### src/rtl/core/drhf_pkg.sv
`default_nettype none
// ----------------------------------------------------------------------------
// drhf_pkg: shared types and constants for the heading fusion block
// Holds the payload structs, register indexes, motion codes and the
// controller-to-datapath command and status types.
// ----------------------------------------------------------------------------
package drhf_pkg;

  localparam int TRIG_TABLE_BITS_DEF = 10;

  // Heading units are 1/256 degree
  localparam int FULL_TURN = 92160;
  localparam int HALF_TURN = 46080;
  localparam int SPEED_MAX = 19661;

  // floor(2^27 / 45), used for the divide by 92160 (2^11 * 45)
  localparam logic [22:0] RECIP_45 = 23'd2982616;

  localparam logic [1:0] MODE_STOPPED  = 2'd0;
  localparam logic [1:0] MODE_STRAIGHT = 2'd1;

  localparam logic [4:0] LAST_STEP = 5'd29;

  typedef enum logic [2:0] {
    REG_MOTION_MODE   = 3'd0,
    REG_ACCEL_ZERO_X  = 3'd1,
    REG_ACCEL_ZERO_Y  = 3'd2,
    REG_GYRO_ZERO_Z   = 3'd3,
    REG_ACCEL_SCALE   = 3'd4,
    REG_GYRO_SCALE    = 3'd5,
    REG_START_HEADING = 3'd6
  } cfg_reg_t;

  typedef struct packed {
    logic        [16:0] compass_heading;
    logic signed [15:0] accel_raw_x;
    logic signed [15:0] accel_raw_y;
    logic signed [15:0] gyro_raw_z;
  } in_item_t;

  typedef struct packed {
    logic        [16:0] heading_out;
    logic signed [23:0] accel_north;
    logic signed [23:0] accel_west;
    logic signed [15:0] speed_north;
    logic signed [15:0] speed_west;
    logic signed [31:0] position_north;
    logic signed [31:0] position_west;
  } out_item_t;

  typedef enum logic [4:0] {
    OP_IDLE, OP_PREP, OP_MUL_G, OP_GC, OP_AX, OP_AY, OP_RED, OP_HDG,
    OP_IDX_MUL, OP_IDX_FIX, OP_P1, OP_P2, OP_P3, OP_P4, OP_P5,
    OP_R1, OP_R2, OP_R3, OP_R4, OP_R5, OP_INT1, OP_INT2
  } dp_op_t;

  typedef struct packed {
    logic       capture;
    dp_op_t     op;
    logic [2:0] red_k;
    logic       trig_sel;
    logic       load_out;
  } dp_cmd_t;

  typedef struct packed {
    logic stopped;
  } dp_status_t;

endpackage
`default_nettype wire

### src/rtl/core/drhf_ctrl.sv
`default_nettype none
// ----------------------------------------------------------------------------
// drhf_ctrl: heading fusion sequencer
// Accepts transactions, steps the datapath through its fixed schedule and
// hands the result to the output register.
// ----------------------------------------------------------------------------
module drhf_ctrl import drhf_pkg::*; (
  input  wire logic       clk,
  input  wire logic       rst,
  input  wire logic       in_valid,
  output logic            in_ready,
  output logic            out_valid,
  input  wire logic       out_ready,
  input  wire dp_status_t status,
  output dp_cmd_t         cmd
);

  typedef enum logic [2:0] {
    ST_IDLE = 3'b001,
    ST_RUN  = 3'b010,
    ST_FIN  = 3'b100
  } state_t;

  state_t     state;
  logic [4:0] step;
  dp_op_t     step_op;

  assign in_ready = (state == ST_IDLE);

  // Map schedule step to datapath operation
  always_comb begin
    case (step)
      5'd0:                            step_op = OP_PREP;
      5'd1:                            step_op = OP_MUL_G;
      5'd2:                            step_op = OP_GC;
      5'd3:                            step_op = OP_AX;
      5'd4:                            step_op = OP_AY;
      5'd5, 5'd6, 5'd7, 5'd8, 5'd9:    step_op = OP_RED;
      5'd10:                           step_op = OP_HDG;
      5'd11:                           step_op = OP_IDX_MUL;
      5'd12:                           step_op = OP_IDX_FIX;
      5'd13, 5'd18:                    step_op = OP_P1;
      5'd14, 5'd19:                    step_op = OP_P2;
      5'd15, 5'd20:                    step_op = OP_P3;
      5'd16, 5'd21:                    step_op = OP_P4;
      5'd17, 5'd22:                    step_op = OP_P5;
      5'd23:                           step_op = OP_R1;
      5'd24:                           step_op = OP_R2;
      5'd25:                           step_op = OP_R3;
      5'd26:                           step_op = OP_R4;
      5'd27:                           step_op = OP_R5;
      5'd28:                           step_op = OP_INT1;
      5'd29:                           step_op = OP_INT2;
      default:                         step_op = OP_IDLE;
    endcase
  end

  // Drive the datapath command
  always_comb begin
    cmd.capture  = in_valid && in_ready;
    cmd.op       = (state == ST_RUN) ? step_op : OP_IDLE;
    cmd.red_k    = 3'(5'd9 - step);
    cmd.trig_sel = (step >= 5'd18) && (step <= 5'd22);
    cmd.load_out = (state == ST_FIN) && (!out_valid || out_ready);
  end

  // Advance the sequencer
  always_ff @(posedge clk) begin
    if (rst) begin
      state <= ST_IDLE;
      step  <= '0;
    end else begin
      case (state)
        ST_IDLE: begin
          step <= '0;
          if (in_valid) state <= status.stopped ? ST_FIN : ST_RUN;
        end
        ST_RUN: begin
          if (step == LAST_STEP) state <= ST_FIN;
          else step <= step + 5'd1;
        end
        ST_FIN: begin
          if (!out_valid || out_ready) state <= ST_IDLE;
        end
        default: state <= ST_IDLE;
      endcase
    end
  end

  // Hold the result until the receiver takes it
  always_ff @(posedge clk) begin
    if (rst) out_valid <= 1'b0;
    else if (cmd.load_out) out_valid <= 1'b1;
    else if (out_ready) out_valid <= 1'b0;
  end

  a_busy_after_accept: assert property (@(posedge clk) disable iff (rst)
    (in_valid && in_ready) |=> (state != ST_IDLE))
    else $error("sequencer stayed idle after a transaction");

  a_load_sets_valid: assert property (@(posedge clk) disable iff (rst)
    cmd.load_out |=> out_valid)
    else $error("result load did not raise out_valid");

  a_fin_free_exits: assert property (@(posedge clk) disable iff (rst)
    (state == ST_FIN && !out_valid) |=> (state == ST_IDLE))
    else $error("finish state stuck with free output register");

  a_step_range: assert property (@(posedge clk) disable iff (rst)
    (state == ST_RUN) |-> (step <= LAST_STEP))
    else $error("schedule step out of range");

endmodule
`default_nettype wire

### config.mk
export PLATFORM = sky130hd
export DESIGN_NAME = drhf_ctrl
export DESIGN_NICKNAME = d
export VERILOG_FILES = /design/src/rtl/core/drhf_pkg.sv /design/src/rtl/core/drhf_ctrl.sv
export SDC_FILE = /design/constraint.sdc
export NUM_CORES = 1
export LEC_CHECK = 0
export ABC_AREA = 1
export CAP_MARGIN = 20
export CORE_ASPECT_RATIO = 1.25
export CORE_MARGIN = 2
export CORE_UTILIZATION = 62
export DETAILED_ROUTE_END_ITERATION = 10
export DONT_BUFFER_PORTS = 1
export PLACE_DENSITY_LB_ADDON = 0.1
export SLEW_MARGIN = 5
export SYNTH_ARGS = -nofsm -noshare
export SYNTH_HDL_FRONTEND = slang
export SYNTH_SLANG_ARGS = --single-unit
### constraint.sdc
create_clock -name clk -period 2.6 [get_ports clk]
set_input_delay 0.52 -clock clk [delete_from_list [all_inputs] [get_ports clk]]
set_output_delay 0.52 -clock clk [all_outputs]
set_load 0.03 [all_outputs]
Word level (Yosys, flattened, before mapping). Memories as Yosys holds them, arrays and structs flattened. A register that Yosys moved wholly into a read port is not among the register bits. Cells that the tools add are included. Widths: inputs -> output; s select.

$mul: 0. Reductions and logical operators: 9. Shifts and indexed selects: 0. Equality and inequality tests: 8. $lt $le $gt $ge: 2. $add $sub $neg: 2. Multiplexer cells: 12. Bitwise gates (word level): 0. Divide/modulo/power cells: 0.

Operators by type and width (number): $mux 5 (4); $mux 3 (4); $pmux 5 s2 (1); $pmux 3 s3 (1); $add 5x1->5 const B (1); $eq 5x5->1 const B (1); $ge 5x5->1 const B (1); $le 5x5->1 const B (1); $ne 2x1->1 const B (2); $ne 2x2->1 const B (2); $reduce_bool 2->1 (2); $eq 3x1->1 const B (1); $eq 3x2->1 const B (1); $eq 3x3->1 const B (1); $logic_and 1x1->1 (3); $reduce_and 3->1 (1); $sub 1x3->3 const A (1); $mux 1 (2); $reduce_and 2->1 (1); $logic_not 1->1 (1); $logic_or 1x1->1 (1).

Flip-flop bits (word level): 9. ROM bits: 160. Logic and storage cells: 37. Memories kept: 1. Bits in latches: 0. Bits in writable memories: 0. Output and inout port bits: 13.

Memory list: (no name shown) (depth 32, bits a word 5, rd ports 1, clocked after Yosys merged registers in 1, write ports 0, line drhf_ctrl.sv:32) `case (step)`.

Depth between registers and ports, before layout. Gate-level depths: netlist of the first run.

Depth in word-level cells: 5. Gate-level depth with buffers: 18. Gate-level depth less buffers: 18.

Worst setup path after synthesis of the first run. OpenSTA, ideal clock, no wires.

Kind: reg2out. Start point: reg step[0]. End point: out cmd[1] in the netlist's numbering. Cell stages (with the launch flop): 4. Slack: 0.535 ns. Arrival time: 1.545 ns. Cell sequence: dfxtp_1 -> inv_1 -> nand2_1 -> a211oi_1.

RTL lines: start: declaration (line drhf_ctrl.sv:25) `logic [4:0] step;`; start signal: assignment (line drhf_ctrl.sv:80) `else step <= step + 5'd1;`; end: declaration (line drhf_ctrl.sv:15) `output dp_cmd_t cmd`.

==> results of run 1 <==
[power breakdown]
part           internal, µW  total [µW]  switching (µW)
clock                  85.3         160            74.2
combinational          45.5         162             116
sequential              231         245            13.9
[sequential cells by signal (all words and copies together), names as in the netlist]
name / flops
step: 5
state: 3
out_valid: 1
step_op: 5
[kinds of logic (layout without fill, tap and decap cells)]
family,Yosys count,count (layout),synth area share (%)
and+or+nand+nor,115,115,49.0
buffers and inverters,32,38,10.4
DFF,14,14,23.5
adders and majority gates,11,11,11.5
AOI/OAI and AO/OA,11,11,5.66
[Yosys cell counts]
| cell | count |
|---|---|
| nor2_2 | 2 |
| nor2_1 | 21 |
| inv_2 | 3 |
| nand4_1 | 1 |
| nand3_1 | 22 |
| inv_1 | 26 |
| nor2_4 | 2 |
| nand2_1 | 45 |
| o21ai_0 | 3 |
| ha_1 | 11 |
| a211oi_1 | 1 |
| nand2_4 | 6 |
| a21o_1 | 1 |
| o21ai_1 | 1 |
| clkinv_1 | 1 |
| nand3_4 | 1 |
| nand2_2 | 11 |
| buf_4 | 1 |
| o211ai_1 | 1 |
| a21oi_1 | 2 |
| nor4_1 | 1 |
| nor3_1 | 1 |
| o21a_1 | 2 |
| dfxtp_1 | 14 |
| clkbuf_1 | 1 |
| nand3_2 | 2 |
[stage by stage]
stage,setup slack [ns],std cells,utilization (%)
after floorplan,0.535,183,-
after global placement,0.655,204,69.2
after detailed placement,0.585,204,69.2
after CTS,0.496,208,71.2
after global routing,0.360,208,71.2
final,0.508,208,71.2
[worst max path at each step]
stage	startpoint	to	cells past startpoint
after floorplan	step[0]	cmd[1]	3
after global placement	step[0]	step_op[2]	13
after detailed placement	step[0]	step_op[1]	15
after CTS	step[0]	cmd[1]	4
after global routing	step[1]	step_op[1]	18
final	step[1]	cmd[1]	5
[area by class of cell]
type	instances	area share, %
tap	19	1.87
inverter	30	8.85
timing repair buffer	4	2.36
clock buffer	4	2.85
multi-input combinational	137	62.0
sequential	14	22.0
[per-layer routing]
metal	vias to the layer above	global-route usage, %
li1	577	-
met1	512	26.5
met2	16	45.3
met3	7	4.44
met4	0	12.1
met5	-	0
==> impl_metrics.json, run 1 <==
{
  "fin_area_um2": 1270,
  "ys_seq_area_share_pct": 23.5,
  "path_buf_inv": 2,
  "fp-row-count": 17,
  "cts_root_buffer": "clkbuf_4",
  "yosysTopAreaCell": "dfxtp_1",
  "synth_nets": 199,
  "rr_startpoint": "step[0]",
  "post_drt_via_cell_ratio": 5.35,
  "drtIter0Drc": 28,
  "max_freq_mhz": 478,
  "initial_core_util_pct": 66.8,
  "synth_cell_types": 26,
  "grt_pass1_wl_mm": 4.17,
  "final.setup.tns_ns": 0,
  "syn2layout_area_growth_pct": 6.60,
  "ir_worst_vdd_mv": 0.444,
  "path_max_fanout": 5,
  "postRouteAntennaNets": 0,
  "path_common_cell": "buf_4",
  "max_stage_delay_ns": 0.32,
  "drive_gt1_share_pct": 18.5,
  "regArea_um2": 280,
  "grt_usage_pct": 24.6,
  "critPathArrivalTime_ns": 1.57,
  "wl_mm": 2.49,
  "drv_cap": 0,
  "dieArea_um2": 2290,
  "cts-htree-levels": 1,
  "worstPathCellList": "buf_4 > ha_1 > a21o_1 > a211oi_1 > buf_4",
  "cts_buffer_depth": 2,
  "gp_congestion": 0.916,
  "wl_met2_mm": 1.35,
  "grt_overflow": 0,
  "dr.pass1.iters": 4,
  "synthesis.area_um2": 1190,
  "drc": 0,
  "slew_violations": 0,
  "antenna_found_initial": 0,
  "mostFrequentLayoutCells": "nand2_1 (45), inv_1 (26), nand3_1 (22)",
  "ys_warn_count": 0,
  "hp-class": "in2reg",
  "final-setup-viol-count": 0,
  "finalPower_uw": 566,
  "final_common_cell": "nand2_1",
  "drt-met1-wl_mm": 1.03,
  "numClockSinks": 14,
  "tightestPinTransition_ns": 0.603,
  "die_w_um": 43.2,
  "wl_met3_um": 61,
  "io-pin-count": 18,
  "num_vias": 1112,
  "ys_ff_latch": 14,
  "rrSetupSlack_ns": 0.56,
  "r2r_end": "step_op[1]",
  "cts.reportedPaths.clkPinSlew_ns": 0.09,
  "fill_cells": 173,
  "startpoint_type": "flop",
  "holdBufCountCts": 0,
  "worst_hold_path.num_cells": 1,
  "highest_layer": "met4",
  "post_cts_buffers": 0,
  "port_buffers": 0,
  "multi_input_area_um2": 790,
  "final_hold_viol_count": 0,
  "holdPathEnd": "state[1]",
  "rsz0062_at_grt": "false",
  "powerDensity_nw_per_um2": 445,
  "period_minus_slack_ns": 2.09,
  "hold_start": "rst",
  "synthCells": 183,
  "place_area_um2": 1240,
  "yosys.area.top_type_share_pct": 23.5,
  "grt_pass1_vias": 1014,
  "numCtsBuffers": 3,
  "postCtsResizedCells": 0,
  "insertedDiodeCount": 0,
  "leakage_uw": 0.000699,
  "crit_type": "reg2out",
  "avgSynthCellArea_um2": 6.52,
  "detail_route.wl_per_cell_um": 12.0,
  "coreArea_um2": 1790,
  "end_kind": "output pin",
  "tritoncts": "yes",
  "die_h_um": 53.1,
  "dp_hpwl_mm": 2.07,
  "relSlewSlack_pct": 59.7,
  "clock_latency_ns": 0.29,
  "r2r_cells": 15,
  "cp_top_family": "buffers and inverters",
  "grt_max_degree": 11,
  "run_status": "complete, no violations",
  "cpMaxStageDelayCell": "dfxtp_1",
  "ys_top_cells_by_area": "dfxtp_1 (23%), nand2_1 (14%), ha_1 (12%)",
  "final_nets": 206,
  "required_ns": 2.08,
  "holdWs_ns": 0.295,
  "fin_crit_sh_pct": 80.5,
  "finalClockSkew_ns": 0.00800
}
(Power assumes the default switching activity.)
==> run 2: changes to the inputs <==
==> constraint.sdc (replaced) <==
create_clock -name clk -period 2.1 [get_ports clk]
set_input_delay 0.42 -clock clk [delete_from_list [all_inputs] [get_ports clk]]
set_output_delay 0.42 -clock clk [all_outputs]
set_load 0.03 [all_outputs]
==> run 2 against run 1 <==
Net effect:
- sequential power is 22% higher
- cell count is 0.96% higher
- critical endpoint unchanged
- non-clock buffer count is 2 higher
- global-route usage is 1.8 points higher
- highest routed layer unchanged
- sequential cell count stayed put
- utilization is 2.2 points higher
- largest power group unchanged
- die area stayed put
- largest cell class unchanged
- register-to-register slack worse by 0.44 ns
- via count is 3.8% higher
- critical path depth stayed put
- setup slack worse by 0.39 ns
- sequential share of layout area is 0.48 points lower
==> impl_metrics.json, run 2 (synthesis gave the netlist of run 1 again) <==
{
  "final_hold_viol_count": 0,
  "post-place-ws_ns": 0.0895,
  "max_stage_delay_ns": 0.33,
  "final_common_cell": "nand2_1",
  "mostFrequentLayoutCells": "nand2_1 (45), inv_1 (26), nor2_1 (21), nand3_1 (21), dfxtp_1 (12)",
  "initial_core_util_pct": 66.8,
  "hp-class": "in2reg",
  "num_vias": 1154,
  "die_h_um": 53.1,
  "numClockSinks": 14,
  "grt_max_degree": 13,
  "insertedDiodeCount": 0,
  "drv_cap": 0,
  "wl_mm": 2.69,
  "dieArea_um2": 2290,
  "postCtsResizedCells": 0,
  "final-setup-viol-count": 0,
  "holdWs_ns": 0.179,
  "dp_hpwl_mm": 2.09,
  "end_kind": "output pin",
  "syn2layout_area_growth_pct": 9.96,
  "relSlewSlack_pct": 62.9,
  "powerDensity_nw_per_um2": 556,
  "ir_worst_vdd_mv": 0.485,
  "max_freq_mhz": 504,
  "gp_congestion": 0.899,
  "worstPathCellList": "buf_4 > ha_1 > a21o_1 > a211oi_1 > buf_4",
  "finalClockSkew_ns": 0.00864,
  "slew_violations": 0,
  "coreArea_um2": 1790,
  "tightestPinTransition_ns": 0.555,
  "finalPower_uw": 730,
  "crit_type": "reg2out",
  "grt_usage_pct": 26.4,
  "cts_root_buffer": "clkbuf_4",
  "fin_crit_sh_pct": 94.5,
  "place_area_um2": 1250,
  "holdBufCountCts": 0,
  "drc": 0,
  "period_minus_slack_ns": 1.98,
  "post_drt_via_cell_ratio": 5.50,
  "io-pin-count": 18,
  "die_w_um": 43.2,
  "path_common_cell": "buf_4",
  "numCtsBuffers": 3,
  "post-route-util_pct": 73.5,
  "fin_area_um2": 1310,
  "leakage_uw": 0.000720,
  "cts-htree-levels": 1,
  "cpMaxStageDelayCell": "dfxtp_2",
  "clock_latency_ns": 0.29,
  "port_buffers": 0,
  "grt_pass1_vias": 1108,
  "drtIter0Drc": 26,
  "cts_buffer_depth": 2,
  "fin_ws_ns": 0.116,
  "path_max_fanout": 5,
  "detail_route.wl_per_cell_um": 12.8,
  "dr.pass1.iters": 4,
  "final_nets": 208,
  "startpoint_type": "flop",
  "postRouteAntennaNets": 0,
  "run_status": "complete, no violations",
  "grt_overflow": 0,
  "cts.reportedPaths.clkPinSlew_ns": 0.11,
  "tritoncts": "yes",
  "required_ns": 1.68,
  "rrSetupSlack_ns": 0.12,
  "fp-row-count": 17,
  "critPathArrivalTime_ns": 1.56,
  "drive_gt1_share_pct": 21.5,
  "grt_pass1_wl_mm": 4.51,
  "antenna_found_initial": 0,
  "post_cts_buffers": 0
}
run 2: cell types whose count changed in the layout (fill, tap and decap cells not counted):
| cell | change |
|---|---|
| buf_4 | +2 |
| nand3_2 | +1 |
| ha_1 | -1 |
| nand3_1 | -1 |
| nand2_4 | +1 |
| nand2_2 | -1 |
| dfxtp_1 | -2 |
| dfxtp_2 | +2 |
| ha_4 | +1 |
run 2: critical path, delay by kind of cell, from the launching register on:
family	cells	cell delay, ns
buffers and inverters	2	0.36
flip-flops	1	0.33
AO/OA/AOI/OAI	2	0.36
adder cells (fa/ha/maj)	1	0.22
run 2: final timing paths:
path,startpoint,endpoint,cells past startpoint
worst max-delay path,step[1],cmd[1],5
worst min-delay path,rst,state[1],1
worst min register to register,state[0],out_valid,3
worst max register to register,step[1],step_op[3],13
run 2: final cells by class:
type / instances / area (µm²)
multi-input cells: 137 / 812
fillers: 157 / 474
flip-flops and latches: 14 / 283
inverters: 30 / 113
repair buffers: 6 / 45.0
clock buffers: 4 / 36.3
well taps: 19 / 23.8
run 2: where the power goes:
group | total [µW] | internal, µW | switching, µW
Combinational | 220 | 64.8 | 155
Sequential | 299 | 286 | 12.8
Clock | 211 | 106 | 106
run 2: routing by layer:
layer	part of all wire [%]	track usage [%]	wire [µm]
met5	0	0	0
met4	2.9	13.1	77
met3	5.2	6.83	139
met2	52	48.5	1410
met1	39	27.3	1060
run 2: metrics by stage:
stage,instances,TNS [ns]
4_1_cts,210,0
3_3_place_gp,206,0
6_report,210,0
3_5_place_dp,206,0
5_1_grt,210,-0.00201
2_1_floorplan,183,0
